## config.mk

```make
export PLATFORM = sky130hd
export DESIGN_NAME = tpr_div
export DESIGN_NICKNAME = d
export VERILOG_FILES = /design/src/sv/tpr_div.sv
export SDC_FILE = /design/constraint.sdc
export NUM_CORES = 1
export LEC_CHECK = 0
export BUFFER_PORTS_ARGS = -buffer_cell sky130_fd_sc_hd__buf_4
export CAP_MARGIN = 20
export CORE_MARGIN = 2
export CORE_UTILIZATION = 30
export CTS_CLUSTER_SIZE = 12
export DETAILED_ROUTE_END_ITERATION = 12
export GPL_TIMING_DRIVEN = 0
export HOLD_SLACK_MARGIN = 0.03
export SETUP_SLACK_MARGIN = 0.2
export SYNTH_ARGS = -nofsm -noshare
export SYNTH_HDL_FRONTEND = slang
export SYNTH_SLANG_ARGS = --single-unit
```

## constraint.sdc

```tcl
create_clock -name clk -period 2.3 [get_ports clk]
set_input_delay 0.46 -clock clk [delete_from_list [all_inputs] [get_ports clk]]
set_output_delay 0.46 -clock clk [all_outputs]
set_load 0.01 [all_outputs]
```

## src/sv/tpr_div.sv

```systemverilog
// ----------------------------------------------------------------------------
// tpr_div
// Restoring serial divider, one quotient bit per cycle. Quotient and
// remainder hold after done until the next start.
// ----------------------------------------------------------------------------
`default_nettype none

module tpr_div #(
  parameter int DVD_W = 31,
  parameter int DVS_W = 11
) (
  input  wire logic             clk,
  input  wire logic             rst,
  input  wire logic             start,
  input  wire logic [DVD_W-1:0] dividend,
  input  wire logic [DVS_W-1:0] divisor,
  output logic                  done,
  output logic      [DVD_W-1:0] quot,
  output logic      [DVS_W-1:0] rem
);

  localparam int STEP_W = $clog2(DVD_W + 1);

  logic              active;
  logic [STEP_W-1:0] steps;
  logic [DVS_W-1:0]  dvs;
  logic [DVS_W:0]    trial;
  logic [DVS_W:0]    diff;
  logic              fits;

  assign trial = {rem, quot[DVD_W-1]};
  assign diff  = trial - {1'b0, dvs};
  assign fits  = trial >= {1'b0, dvs};

  always_ff @(posedge clk) begin
    if (rst) begin
      active <= 1'b0;
      done   <= 1'b0;
      steps  <= '0;
    end else begin
      done <= 1'b0;
      if (start) begin
        active <= 1'b1;
        steps  <= STEP_W'(DVD_W);
      end else if (active) begin
        steps <= steps - STEP_W'(1);
        if (steps == STEP_W'(1)) begin
          active <= 1'b0;
          done   <= 1'b1;
        end
      end
    end
  end

  always_ff @(posedge clk) begin
    if (start) begin
      quot <= dividend;
      rem  <= '0;
      dvs  <= divisor;
    end else if (active) begin
      quot <= {quot[DVD_W-2:0], fits};
      rem  <= fits ? diff[DVS_W-1:0] : trial[DVS_W-1:0];
    end
  end

endmodule

`default_nettype wire

```

* After elaboration in Yosys (flattened, before gate mapping) *
Cells that the tools add are included.

word-level totals
  register bits after elaboration = 60
  word-level logic and storage cells = 22
  output and inout bits = 43

operators by class
  bitwise gates (word level) = 1
  reductions and logical operators = 2
  add/sub/neg operators = 2
  $lt $le $gt $ge = 1
  multiplexer cells = 9
  equality and inequality tests = 1

operator list
  kind                                                  count
  two-way mux 31 bit                                    2
  >= comparator 12 x 11 -> 1 bit                        1
  two-way mux 11 bit                                    1
  subtractor 11 bit                                     1
  two-way mux 5 bit                                     2
  equality test 5 x 1 -> 1 bit (second input constant)  1
  subtractor 5 x 1 -> 5 bit (second input constant)     1
  two-way mux 1 bit                                     4
  OR reduction 3 bit                                    1
  nonzero test 2 bit                                    1
  inverter 1 bit                                        1

* Logic depth before layout (Yosys ltp) *
  depth after elaboration = 4
  gate-level depth with buffers = 11
  gate-level depth less buffers = 9

* Worst setup path before layout *
OpenSTA, ideal clock, no wires.

  path kind = reg-to-reg
  from = register quot[30]
  to = register rem[0]
  slack = -0.042 ns
  stages on the path, launching flop included = 11
  clock period less this slack = 2.342 ns
  arrival = 2.263 ns
  path buffers = 1
  path through = edfxtp_1 -> inv_1 -> ha_1 -> fa_1 -> and2b_1 -> o31a_4 -> o21ai_2 -> a21o_1 -> buf_6 -> mux2_4 -> a211oi_2

between the ends
  cells in the longest elaborated chain, start to end = 2

RTL lines
  what                                                                 line    source
  start: declaration                                                   18      output logic [DVD_W-1:0] quot,
  start signal: assignment                                             57      quot <= dividend;
  start signal: assignment                                             61      quot <= {quot[DVD_W-2:0], fits};
  subtractor 11 bit or >= comparator 12 x 11 -> 1 bit (tied branches)  32, 33
  two-way mux 11 bit *                                                 62      rem <= fits ? diff[DVS_W-1:0] : trial[DVS_W-1:0];
  end signal: assignment                                               62
  end: declaration                                                     19      output logic [DVS_W-1:0] rem

Mark *: on every way between the ends. The rest lies on a longest branch, timed or not.
A chain may end at the register's enable or synchronous reset.

* Worst setup path after layout *
  from = register dvs[0]
  to = register rem[9]

between the ends
  cells in the longest elaborated chain, start to end = 2

RTL lines
  what                                                                 line    source
  start: declaration                                                   26      logic [DVS_W-1:0] dvs;
  start signal: assignment                                             59      dvs <= divisor;
  subtractor 11 bit or >= comparator 12 x 11 -> 1 bit (tied branches)  32, 33
  two-way mux 11 bit *                                                 62

Marked as above.

==> out/metrics.yaml <==
status: "finished, violations left"
violations: "setup timing"
synth-main-ff-cell: "edfxtp_1"
reg2reg_depth: 11
syn_inst: 238
antenna_found_initial: 0
grt_max_degree: 20
max_freq_mhz: 423
grt_usage: 0.141
chipWidth_um: 103
numPortBuffers: 87
crit_top_cell: "buf_6"
grt_pass1_wl_um: 11300
cp_slowest_cell: "edfxtp_1"
finalSetupViolations: 9
seq_area_um2: 1620
period_share: 1.03
min_from: "divisor[3]"
grt.overflow.total: 0
clk_path_buf_depth: 2
endpoint_kind: "register"
tightest_slew_ns: 0.606
io_pins: 88
wirelength_um: 7120
stdcell_area_um2: 4130
cts_tree: "built"
multi_input_area_um2: 1270
cts_buffers: 9
r2r_start: "dvs[0]"
min_to: "dvs[3]"
clkLatencyLatePin_ns: 0.34
crit_family: "compound AO/OA/AOI/OAI gates"
dieHeight_um: 103
cp_max_fo: 8
combPwrFrac: 0.198
rrSetupSlack_ns: -0.06
drtAntennaViolNets: 0
finClkSkew_ns: 0.0124
area_delta_synth_final_pct: 40.5
synth-seq-cells: 60
relSlewSlack: 0.595
drcViolationCount: 0
hold_ws_ns: 0.288
p_int_mw: 2.06
p_seq_frac: 0.473
leakagePower_nw: 1.74
peakVddDrop_mv: 0.342
routabilityCongestion: 0.895
avgSynthCellArea_um2: 12.3
critical_path_class: "register to register"
slowest_delay_ns: 0.42
synth-edff-count: 42
synth_cell_type_count: 43
worstPathRequired_ns: 2.51
fin_nets: 405
dpl.hpwl_um: 5060
cp.depth: 11
cap_violations: 0
critPathLaunchType: "register"
pre_cts_ws_ns: -0.232
synthArstFlopShare: 0
synthesis.nets: 297
path_buf_inv: 3
grt_pass1_vias: 2289
cts_max_level: 3
p_sw_frac: 0.265
drive_above_1_share: 0.456
fillers: 941
ys_seq_area_frac: 0.552
wl_per_cell_um: 14.7
diodes: 0
rsz0062_at_grt: "true"
hold_buffers: 0
r2r_end: "rem[9]"
drtIter0Drc: 107
layout_setup_ws_ns: -0.0631
initial_core_util: 0.305
worstPathArrival_ns: 2.58
die_area_um2: 10600
p_per_area_nw_per_um2: 678
path_clk_slew_ns: 0.08
setup_tns_ns: -0.319
p_clk_frac: 0.328
cts_sinks: 60
cp_cell_sequence: "ha_4 -> fa_2 -> and2b_1 -> o31a_4 -> o21ai_4 -> a21o_1 -> buf_6 -> buf_6 -> buf_8 -> a32oi_2 -> o31ai_1"
min_period_ns: 2.36
core_region_area_um2: 9640
dr.pass1.iters: 4
placedInstanceArea_um2: 3790
holdCritPathClass: "input pin to register"
finalHoldViolations: 0
viasPerCell: 4.60
yosysWarnings: 0
worst_hold_path.num_cells: 1
cts-root-buf: "clkbuf_8"
p_sw_mw: 0.741
synth.cell_area_um2: 2940
rows: 36
vias: 2227
drv_slew: 0
per-layer routing:
metal / up-vias / track usage / wire length, um / share of wire
met3: 15 / 0.0529 / 603 / 0.085
met1: 1030 / 0.184 / 3170 / 0.45
met5: - / 0 / 0 / 0
met4: 0 / 0.0638 / 144 / 0.020
met2: 84 / 0.207 / 3200 / 0.45
li1: 1098 / - / - / -
state kept, by name, indices dropped and copies added (netlist names):
signal,count
active,1
done,1
dvs,11
quot,31
rem,11
steps,5
final cells by class:
type | count | share of cell area
plain buffers | 9 | 0.0127
clock inverters | 5 | 0.0127
inverters | 16 | 0.0145
clock buffers | 11 | 0.0318
multi-input cells | 153 | 0.307
well taps | 133 | 0.0403
repair buffers | 97 | 0.188
flip-flops and latches | 60 | 0.393
placed cells by master, fill, tap and decap left out, types with 7 or more instances in the layout:
cell type	synthesis	final
buf_4	1	93
edfxtp_1	42	42
mux2_2	31	31
nor2_1	26	25
dfxtp_1	18	18
inv_1	16	15
ha_1	13	12
nand2_1	11	10
clkbuf_8	0	9
clkbuf_1	5	7
a21oi_1	7	7
logic make-up after synthesis:
kind of cell / share of synthesized area
muxes: 0.124
adders and majority gates: 0.0622
DFF: 0.552
buffers and inverters: 0.0358
and+or+nand+nor: 0.0877
xor gates and xnor gates: 0.0298
AOI/OAI and AO/OA: 0.109
worst reg2reg max path, stage by stage (launching register included):
cell and delay (ns):
edfxtp_1 0.42, ha_4 0.19, fa_2 0.34, and2b_1 0.24, o31a_4 0.16, o21ai_4 0.05
a21o_1 0.18, buf_6 0.15, buf_6 0.11, buf_8 0.12, a32oi_2 0.19, o31ai_1 0.10
synth_stat cells (2+ instances only):
| library cell | count | area (um^2) |
|---|---|---|
| o21a_1 | 3 | 22.5 |
| a2111o_1 | 2 | 22.5 |
| nor3_1 | 3 | 15.0 |
| a311oi_1 | 2 | 17.5 |
| a211oi_1 | 2 | 15.0 |
| nor2_1 | 26 | 97.6 |
| a21oi_1 | 7 | 35.0 |
| nand2b_1 | 4 | 25.0 |
| mux2_2 | 31 | 349 |
| ha_1 | 13 | 163 |
| o211ai_1 | 2 | 15.0 |
| nand3b_1 | 2 | 15.0 |
| o21ai_0 | 6 | 30.0 |
| xor2_1 | 6 | 52.6 |
| inv_1 | 16 | 60.1 |
| nand2_1 | 11 | 41.3 |
| buf_1 | 2 | 7.51 |
| dfxtp_1 | 18 | 360 |
| o31ai_1 | 3 | 22.5 |
| xnor2_1 | 4 | 35.0 |
| clkbuf_1 | 5 | 18.8 |
| a21o_1 | 2 | 15.0 |
| edfxtp_1 | 42 | 1260 |
| a32oi_1 | 4 | 35.0 |
| nor4_1 | 2 | 12.5 |
| o311a_1 | 2 | 20.0 |
| nand4_1 | 2 | 12.5 |
timing repair:
item                       CTS  global route
setup endpoints to repair   31            43
buffers inserted             6             2
pin swaps                   11             6
resized for setup           11             8
cloned                       1             0
worst max-delay path by stage:
stage / end / slack, ns / from
after floorplan: rem[0] / -0.03 / quot[30]
after global placement: quot[30] / -0.45 / start
after detailed placement: quot[21] / -0.23 / start
after CTS: rem[0] / -0.13 / quot[30]
after global routing: rem[0] / -0.16 / quot[30]
final: rem[9] / -0.06 / dvs[0]
stage by stage:
stage | instances | total power [mW] | util
after floorplan | 238 | 1.63 | -
after global placement | 458 | 1.85 | 0.390
after detailed placement | 459 | 1.87 | 0.393
after CTS | 482 | 2.81 | 0.423
after global routing | 484 | 2.93 | 0.428
final | 484 | 2.80 | 0.428
power groups by stage:
stage	logic (mW)	clock network, mW	registers, mW
after detailed placement	0.526	0	1.34
after global routing	0.613	0.982	1.34
final	0.556	0.919	1.33
after CTS	0.549	0.940	1.33
after global placement	0.506	0	1.35
after floorplan	0.257	0	1.37
Power figures use the tool's default switching activity.
